## src/rtl/ordered_byte_list_store_defines.svh

```systemverilog
// Assertion macros shared by the ordered byte list store RTL.
`ifndef ORDERED_BYTE_LIST_STORE_DEFINES_SVH
`define ORDERED_BYTE_LIST_STORE_DEFINES_SVH

// Check a property at every clock edge outside reset.
`define OBLST_ASSERT(label, prop, msg) \
    label: assert property (@(posedge i_clk) disable iff (!i_rst_n) (prop)) \
        else $error(msg);

// Check a property at every clock edge, reset included.
`define OBLST_ASSERT_ALWAYS(label, prop, msg) \
    label: assert property (@(posedge i_clk) (prop)) else $error(msg);

`endif

```

## src/rtl/oblst_pkg.sv

```systemverilog
// Types and codes shared by the ordered byte list store.
`timescale 1ns / 1ps
`default_nettype none

package oblst_pkg;

    localparam logic [1:0] KIND_APPEND = 2'd0;
    localparam logic [1:0] KIND_READ   = 2'd1;
    localparam logic [1:0] KIND_REMOVE = 2'd2;

    localparam logic [1:0] ST_OK      = 2'd0;
    localparam logic [1:0] ST_INVALID = 2'd1;
    localparam logic [1:0] ST_FULL    = 2'd2;

    typedef struct packed {
        logic [1:0] kind;
        logic [5:0] slot_index;
        logic [7:0] new_value;
    } t_in_word;

    typedef struct packed {
        logic [7:0] found_value;
        logic [1:0] status;
        logic [6:0] item_count;
    } t_out_word;

    typedef enum logic [1:0] {
        S_IDLE,
        S_FETCH,
        S_SHIFT,
        S_RESP
    } t_state;

endpackage

`default_nettype wire

```

## src/rtl/ordered_byte_list_store.sv

```systemverilog
// Append and invalid requests go from accept straight to S_RESP; read and remove pass S_FETCH first.
// Remove then shifts every later entry down in S_SHIFT, one entry moved per
// cycle through the single-port-write, single-port-read entry memory.
// A new word is taken once the previous result has moved to the output register.
// Reset clears the element count, the FSM and the output valid; the entry memory
// keeps its contents and needs no clearing pass.
`timescale 1ns / 1ps
`default_nettype none

`include "ordered_byte_list_store_defines.svh"

module ordered_byte_list_store
    import oblst_pkg::*;
#(
    parameter int CAPACITY = 64
) (
    input  wire logic      i_clk,
    input  wire logic      i_rst_n,
    input  wire logic      i_in_valid,
    output logic           o_in_ready,
    input  wire t_in_word  i_in_data,
    output logic           o_out_valid,
    input  wire logic      i_out_ready,
    output t_out_word      o_out_data
);

    localparam int IW = (CAPACITY > 1) ? $clog2(CAPACITY) : 1;
    localparam int CW = $clog2(CAPACITY + 1);
    localparam int PW = (CW > 6) ? CW : 6;
    localparam int XW = (CW > 7) ? CW : 7;

    // entry memory
    logic [7:0]    mem [CAPACITY];
    logic [7:0]    r_rd_data;
    logic          mem_re;
    logic [IW-1:0] rd_addr;
    logic          mem_we;
    logic [IW-1:0] wr_addr;
    logic [7:0]    wr_data;

    t_state        r_state, n_state;
    logic [CW-1:0] r_count, n_count;
    logic [CW-1:0] r_ptr, n_ptr;
    logic [IW-1:0] r_wptr, n_wptr;
    logic          r_remove, n_remove;
    logic [7:0]    r_res_value, n_res_value;
    logic [1:0]    r_res_status, n_res_status;
    logic          r_out_valid;
    t_out_word     r_out;

    logic          in_fire;
    logic          out_free;
    logic [PW-1:0] pos_x;
    logic [PW-1:0] count_p;
    logic [XW-1:0] count_x;
    logic          store_full;
    logic          pos_bad;
    logic          req_fetch;
    logic          more_shift;

    assign o_in_ready  = (r_state == S_IDLE);
    assign in_fire     = i_in_valid && o_in_ready;
    assign out_free    = !r_out_valid || i_out_ready;
    assign o_out_valid = r_out_valid;
    assign o_out_data  = r_out;

    assign pos_x      = PW'(i_in_data.slot_index);
    assign count_p    = PW'(r_count);
    assign count_x    = XW'(r_count);
    assign store_full = (r_count == CW'(CAPACITY));
    assign pos_bad    = (pos_x >= count_p);
    assign req_fetch  = ((i_in_data.kind == KIND_READ) || (i_in_data.kind == KIND_REMOVE))
                        && !pos_bad;
    assign more_shift = (r_ptr < r_count);

    // next state
    always_comb begin
        n_state = r_state;
        unique case (r_state)
            S_IDLE: begin
                if (in_fire) begin
                    n_state = req_fetch ? S_FETCH : S_RESP;
                end
            end
            S_FETCH: begin
                n_state = (r_remove && more_shift) ? S_SHIFT : S_RESP;
            end
            S_SHIFT: begin
                if (!more_shift) begin
                    n_state = S_RESP;
                end
            end
            S_RESP: begin
                if (out_free) begin
                    n_state = S_IDLE;
                end
            end
            default: n_state = S_IDLE;
        endcase
    end

    // datapath control
    always_comb begin
        mem_re       = 1'b0;
        rd_addr      = '0;
        mem_we       = 1'b0;
        wr_addr      = '0;
        wr_data      = '0;
        n_count      = r_count;
        n_ptr        = r_ptr;
        n_wptr       = r_wptr;
        n_remove     = r_remove;
        n_res_value  = r_res_value;
        n_res_status = r_res_status;
        unique case (r_state)
            S_IDLE: begin
                if (in_fire) begin
                    n_res_value  = '0;
                    n_res_status = ST_INVALID;
                    n_remove     = (i_in_data.kind == KIND_REMOVE);
                    unique case (i_in_data.kind)
                        KIND_APPEND: begin
                            if (store_full) begin
                                n_res_status = ST_FULL;
                            end else begin
                                mem_we       = 1'b1;
                                wr_addr      = r_count[IW-1:0];
                                wr_data      = i_in_data.new_value;
                                n_count      = r_count + CW'(1);
                                n_res_status = ST_OK;
                            end
                        end
                        KIND_READ, KIND_REMOVE: begin
                            if (!pos_bad) begin
                                mem_re  = 1'b1;
                                rd_addr = pos_x[IW-1:0];
                                n_ptr   = pos_x[CW-1:0] + CW'(1);
                                n_wptr  = pos_x[IW-1:0];
                            end
                        end
                        default: n_res_status = ST_INVALID;
                    endcase
                end
            end
            S_FETCH: begin
                n_res_value  = r_rd_data;
                n_res_status = ST_OK;
                if (r_remove) begin
                    if (more_shift) begin
                        // prefetch the entry after the hole
                        mem_re  = 1'b1;
                        rd_addr = r_ptr[IW-1:0];
                        n_ptr   = r_ptr + CW'(1);
                    end else begin
                        n_count = r_count - CW'(1);
                    end
                end
            end
            S_SHIFT: begin
                // move one entry down, fetch the next one
                mem_we  = 1'b1;
                wr_addr = r_wptr;
                wr_data = r_rd_data;
                n_wptr  = r_wptr + IW'(1);
                if (more_shift) begin
                    mem_re  = 1'b1;
                    rd_addr = r_ptr[IW-1:0];
                    n_ptr   = r_ptr + CW'(1);
                end else begin
                    n_count = r_count - CW'(1);
                end
            end
            S_RESP: begin
            end
            default: begin
            end
        endcase
    end

    always_ff @(posedge i_clk) begin
        if (mem_we) begin
            mem[wr_addr] <= wr_data;
        end
        if (mem_re) begin
            r_rd_data <= mem[rd_addr];
        end
    end

    always_ff @(posedge i_clk) begin
        if (!i_rst_n) begin
            r_state     <= S_IDLE;
            r_count     <= '0;
            r_out_valid <= 1'b0;
        end else begin
            r_state <= n_state;
            r_count <= n_count;
            if (r_state == S_RESP && out_free) begin
                r_out_valid <= 1'b1;
            end else if (i_out_ready) begin
                r_out_valid <= 1'b0;
            end
        end
    end

    always_ff @(posedge i_clk) begin
        r_ptr        <= n_ptr;
        r_wptr       <= n_wptr;
        r_remove     <= n_remove;
        r_res_value  <= n_res_value;
        r_res_status <= n_res_status;
        if (r_state == S_RESP && out_free) begin
            r_out.found_value <= r_res_value;
            r_out.status      <= r_res_status;
            r_out.item_count  <= count_x[6:0];
        end
    end

    `OBLST_ASSERT_ALWAYS(a_reset_clear, !i_rst_n |=> (r_count == '0) && !r_out_valid, "not cleared")
    `OBLST_ASSERT(a_count_bound, r_count <= CW'(CAPACITY), "count beyond capacity")
    `OBLST_ASSERT(a_no_port_clash, (mem_we && mem_re) |-> (wr_addr != rd_addr), "read and write hit the same entry")
    `OBLST_ASSERT(a_fail_zero, (r_out_valid && r_out.status != ST_OK) |-> (r_out.found_value == 8'd0), "failed request carries a value")
    `OBLST_ASSERT(a_count_step, (r_count == $past(r_count)) || (r_count == $past(r_count) + CW'(1)) || (r_count == $past(r_count) - CW'(1)), "count moved by more than one")
    `OBLST_ASSERT(a_shift_order, (r_state == S_SHIFT) |-> (r_ptr <= r_count), "shift pointer ran past the count")

endmodule

`default_nettype wire
```

## config.mk

```make
export PLATFORM = sky130hd
export DESIGN_NAME = ordered_byte_list_store
export DESIGN_NICKNAME = d
export VERILOG_FILES = /design/src/rtl/oblst_pkg.sv /design/src/rtl/ordered_byte_list_store.sv
export VERILOG_INCLUDE_DIRS = /design/src /design/src/rtl
export SDC_FILE = /design/constraint.sdc
export NUM_CORES = 1
export LEC_CHECK = 0
export BUFFER_PORTS_ARGS = -buffer_cell sky130_fd_sc_hd__buf_4
export CAP_MARGIN = 20
export CORE_MARGIN = 8
export CORE_UTILIZATION = 59
export DETAILED_ROUTE_END_ITERATION = 10
export PLACE_DENSITY_LB_ADDON = 0.1
export SLEW_MARGIN = 10
export SYNTH_ARGS = -nofsm -noshare
export SYNTH_HDL_FRONTEND = slang
export SYNTH_SLANG_ARGS = --single-unit
```

## constraint.sdc

```tcl
create_clock -name i_clk -period 5.1 [get_ports i_clk]
set_input_delay 0.765 -clock i_clk [delete_from_list [all_inputs] [get_ports i_clk]]
set_output_delay 0.765 -clock i_clk [all_outputs]
set_load 0.02 [all_outputs]
```

# Word-level counts from Yosys, hierarchy flattened
# Memories as Yosys holds them, arrays and structs flattened. A register that Yosys moved wholly into a read port is not among the register bits.
# Index checks and enable logic that the tools add are counted.
# Widths: inputs -> output; s select.
# totals
ff_bits,51
ramBits,512
inputBits,20
output_inout_bits,19
wordCells,110
mem_count,1
# op_classes
add_sub_neg,5
magnitude_cmp,2
n_eq_ne,14
muxes,56
n_reduce_logical,21
# memory_table
memory,depth,width,read_ports,rd_ports_with_merged_regs,wr,line_no,rtl
mem,64,8,1,1,1,ordered_byte_list_store.sv:33,logic [7:0] mem [CAPACITY];
# op_table
cell,n
$mux 7,10
$mux 6,11
$pmux 7 s3,2
$mux 8,4
$pmux 8 s2,2
$pmux 6 s2,2
$pmux 6 s3,1
$add 7x1->7 const B,2
$mux 2,7
$mux 1,13
$ne 2x2->1 const B,5
$reduce_and 5->1,2
$pmux 2 s4,1
$add 6x1->7 const B,1
$eq 7x7->1 const B,1
$ge 6x7->1,1
$lt 7x7->1,1
$sub 7x1->7 const B,1
$add 6x1->6 const B,1
$eq 2x2->1 const B,3
$ne 2x1->1 const B,3
$reduce_bool 2->1,3
$eq 2x1->1 const B,2
$logic_and 1x1->1,4
11 further kinds,15

# Longest topological paths before layout
# depth
depth_word,7
ltp_mapped,16
mapped_depth_nobuf,12

# Least setup slack after synthesis
# OpenSTA, ideal clock, no wires.
# synth_timing
path_type,input to register
start,in i_in_data[13] in the netlist's numbering
end,"reg r_rd_data[0] (read register of mem), data pin"
setup_time_ns,0.274
arrival_ns,3.296
required_time_ns,4.826
path_slack_ns,1.530
cell_stages,13
n_path_buf,3
cell_sequence,ha_1 and4b_1 o21ai_1 o2111a_1 buf_2 a22o_1 buf_4 nand2_4 buf_2 mux4_2 o21ba_2 o21ai_0 o32ai_1
# synth_between
elab_chain_cells,5
elab_cells_between_ends,9
cone_classes,order compare (1); mux (8)
# synth_rtl
item,line_no,rtl
from (decl),ordered_byte_list_store.sv:21,"input wire t_in_word i_in_data,"
$ge 6x7->1,ordered_byte_list_store.sv:71,assign pos_bad = (pos_x >= count_p);
$mux 6 / $mux 1 (equally long branches),ordered_byte_list_store.sv:134,if (!pos_bad) begin
$mux 6 / $mux 1 (equally long branches),ordered_byte_list_store.sv:121,unique case (i_in_data.kind)
$mux 6 / $mux 1 (equally long branches),ordered_byte_list_store.sv:117,if (in_fire) begin
$pmux 6 s3 / $pmux 1 s3 (equally long branches),ordered_byte_list_store.sv:115,unique case (r_state)
to (decl),ordered_byte_list_store.sv:34,logic [7:0] r_rd_data;
# Parallel ways exist; a longest one is shown, timed or not.
# A chain may end at the register's enable or synchronous reset.

# Worst setup path after layout
# layout_timing
start,reg r_count[5] (netlist: count_p[5])
end,"reg r_rd_data[3] (read register of mem), data pin"
# layout_between
elab_chain_cells,5
elab_cells_between_ends,14
cone_classes,order compare (2); mux (12)
# layout_rtl
item,line_no,rtl
from (decl),ordered_byte_list_store.sv:42,"logic [CW-1:0] r_count, n_count;"
from (signal assigned),ordered_byte_list_store.sv:196,r_count <= n_count;
$ge 6x7->1,ordered_byte_list_store.sv:71,
$mux 6 / $mux 1 (equally long branches),ordered_byte_list_store.sv:134,
$mux 6 / $mux 1 (equally long branches),ordered_byte_list_store.sv:121,
$mux 6 / $mux 1 (equally long branches),ordered_byte_list_store.sv:117,
$pmux 6 s3 / $pmux 1 s3 (equally long branches),ordered_byte_list_store.sv:115,
# Parallel ways exist; a longest one is shown, timed or not.

==> flow_summary_export.csv <==
group,metric,value,unit
run_status,outcome,"complete, no violations",
cells_and_area,final_cell_mix,"561 x edfxtp_1, 169 x nor2_1, 123 x buf_4",
cells_and_area,ff_latch_area,17050,µm²
setup_path,critical_path.max_fanout,17,
die,initial_core_util,59.40,%
yosys,synth_top_area_share,69.78,%
global_routing,grt_usage,27.18,%
die,io_pins,39,
yosys,synth_edf_count,561,
cells_and_area,multiInputGateArea,6485,µm²
setup_path,cpMostUsedCell,"o32ai_1",
yosys,yosysSeqAreaShare,70.61,%
cells_and_area,nFillCells,2796,
sta,finalHoldViolCount,0,
global_routing,use_met3,5.378,%
yosys,synth_seq_cells,571,
yosys,avgSynthCellArea,14.73,µm²
routing,vias,15440,
clock_tree,cts_tree,"done",
setup_path,cp-start-kind,"flip-flop",
cells_and_area,syn2layout_area_growth,13.29,%
setup_path,worstPathArrival,5.03,ns
placed_design,dp_hpwl,40740,µm
global_routing,grt_pass1_wl,96870,µm
cells_and_area,final_common_cell,"edfxtp_1",
yosys,synth_cell_type_count,71,
yosys,yosys-top-cells-area,"edfxtp_1 70%, mux4_2 3.1%, nor2_1 2.7%",
yosys,yosys.area.top_type,"edfxtp_1",
sta,finalCritPeriodShare,91.83,%
yosys,syn-instance-count,1639,
yosys,ys.flop_type,"edfxtp_1",
setup_path,critPathRequiredTime,5.45,ns
global_routing,grt-busiest-layer,"met2",
setup_path,crit_family,"compound AO/OA/AOI/OAI gates",
clock_tree,clock-sinks,571,
sta,setup_violations,0,
yosys,synth_nets,1685,
cells_and_area,fin_nets,1762,
clock_tree,numCtsBuffers,56,
global_routing,gr-usage-met1,38.66,%
clock_tree,cts_setup_buffers,0,
sta,layout_min_cycle_time,4.684,ns
global_routing,gr-total-overflow,0,
setup_path,end_kind,"flip-flop",
clock_tree,clk_latency,0.62,ns
sta,hold_ws,0.4202,ns
power_and_ir_drop,total_power,15.09,mW
setup_path,cp_slowest_cell,"a32oi_2",
cells_and_area,utilization,67.29,%
routing,wl_per_cell,28.11,µm
setup_path,max_stage_delay,1.01,ns
clock_tree,h-tree-depth,2,
sta,fmax,213.5,MHz
routing,drtPass1Iterations,6,
sta,rsz0062_at_grt,"no",
routing,totalWireLength,64540,µm
cells_and_area,diodes,0,
power_and_ir_drop,max-vdd-ir-drop,0.3771,mV
clock_tree,cts_resized,0,
power_and_ir_drop,power.leakage,9.166,nW
sta,fin_skew,0.01864,ns
yosys,ys_warn_count,0,
yosys,async_reset_ff_share,0,%
flow_run,cap_viol_max_count,0,
die,num_rows,74,
worst_hold_path,hold_path_class,"reg -> reg",
placed_design,port_buffers,38,
global_routing,met2_usage,41.15,%
placed_design,place.gp.congestion,0.9486,
routing,drc,0,
global_routing,grt_pass1_vias,15010,
die,core_region_area,40650,µm²
routing,drt_iter0_drc,2258,
placed_design,placed_area,25420,µm²
die,die_x,218.3,µm
die,dieArea,47650,µm²
sta,finalSetupTns,0,ns
sta,relSlewSlack,17.28,%
sta,final-max-slew-violation-count,0,
setup_path,critPathKind,"reg -> reg",
clock_tree,clock-root-buffer,"clkbuf_16",
global_routing,grt_max_degree,78,
power_and_ir_drop,power_density,551.8,nW/µm²
clock_tree,hold_buffers,0,
routing,ant_nets,0,
sta,worst_pin_slew,1.241,ns
cells_and_area,post-route-cell-area,27350,µm²
die,die_h,218.3,µm
clock_tree,clk_path_buf_depth,3,
cells_and_area,layout-drive-gt1-share,16.04,%
yosys,synthesis.area,24140,µm²
global_routing,antenna_found_initial,0,
clock_tree,clk_pin_slew,0.06,ns
setup_path,cp.buffers_inverters,1,
setup_path,path_cells,"inv_1 > ha_1 > and4b_1 > o21ai_1 > o211a_1 > a32oi_2 > nand2_1 > o32ai_1 > a32oi_1 > a221oi_1 > o32ai_1",
routing,viasPerCell,6.724,
==> metal layers <==
layer  vias to the layer above  share of wire (%)
met5                         -                  0
met4                         0                4.2
met1                      7699                 40
met2                       923                 46
li1                       6642                  -
met3                       175                9.9
==> worst paths after layout <==
path | from | endpoint | slack, ns | cells after the start
max reg2reg | count_p[5] | r_rd_data[3] | 0.42 | 11
min | r_res_value[2] | o_out_data[11] | 0.42 | 0
max | count_p[5] | r_rd_data[3] | 0.42 | 11
min reg2reg | r_res_value[2] | o_out_data[11] | 0.42 | 0
==> sequential cells by signal, summed over array words and instances (netlist names) <==
name	count
r_res_status	2
r_rd_data	8
o_out_valid	1
r_wptr	6
r_ptr	7
r_state	2
r_remove	1
count_p	7
o_out_data	17
r_res_value	8
mem	512
==> synth_stat cells, types with 7 or more instances <==
cell type    n
o211ai_1    22
nand3_1     23
a21oi_1     33
dfxtp_1     10
nand2_1     84
clkbuf_1    65
o21ai_0     67
and3_1       9
a2111oi_0   18
o32ai_1     22
edfxtp_1   561
ha_1        25
or3_1       15
inv_1       47
a22o_1      12
nor3_1      46
nor2_1     171
xor2_1       7
nor2b_1     27
a32oi_1     13
xnor2_1      8
and4_1       7
a31oi_1     21
and2_0       7
o311ai_0    14
mux4_2      33
a211oi_1     9
a221o_1      8
o41ai_1      7
mux2i_1     38
and2_1      12
o21a_1      19
buf_2       30
a311o_1      7
mux2_2       9
a221oi_1    60
==> cell type report <==
cell class / count / share of cell area, %
Clock buffer: 73 / 5.512
Tap cell: 532 / 2.434
Multi-Input combinational cell: 910 / 23.71
Inverter: 48 / 0.6587
Clock inverter: 33 / 1.551
Timing Repair Buffer: 129 / 3.815
Sequential cell: 571 / 62.32
==> report_power, final <==
part | total (mW) | switching, mW | internal (mW)
combinational | 4.65 | 3.14 | 1.51
clock | 4.34 | 1.75 | 2.59
sequential | 6.10 | 0.199 | 5.91
==> cell families (layout without fill, tap and decap cells) <==
group | Yosys count | in the layout | share of synthesized area, %
AO/OA/AOI/OAI | 380 | 380 | 11.87
XOR/XNOR | 15 | 15 | 0.5442
adder cells (fa/ha/maj) | 26 | 26 | 1.379
buffers and inverters | 158 | 283 | 2.814
flip-flops | 571 | 571 | 70.61
multiplexers | 80 | 80 | 5.074
AND/OR/NAND/NOR | 409 | 409 | 7.711
==> metrics by stage <==
stage,std cells,worst slack [ns]
4_1_cts,2296,0.5842
3_5_place_dp,2190,0.3708
3_3_place_gp,2190,0.5000
6_report,2296,0.4165
2_1_floorplan,1639,1.530
5_1_grt,2296,0.2953
==> worst reg2reg max path, stage by stage (launching register included) <==
cell,delay [ns]
dfxtp_1,0.51
inv_1,0.18
ha_1,0.34
and4b_1,0.19
o21ai_1,0.09
o211a_1,0.32
a32oi_2,1.01
nand2_1,0.56
o32ai_1,0.39
a32oi_1,0.10
a221oi_1,0.56
o32ai_1,0.16
Power figures use the tool's default switching activity.
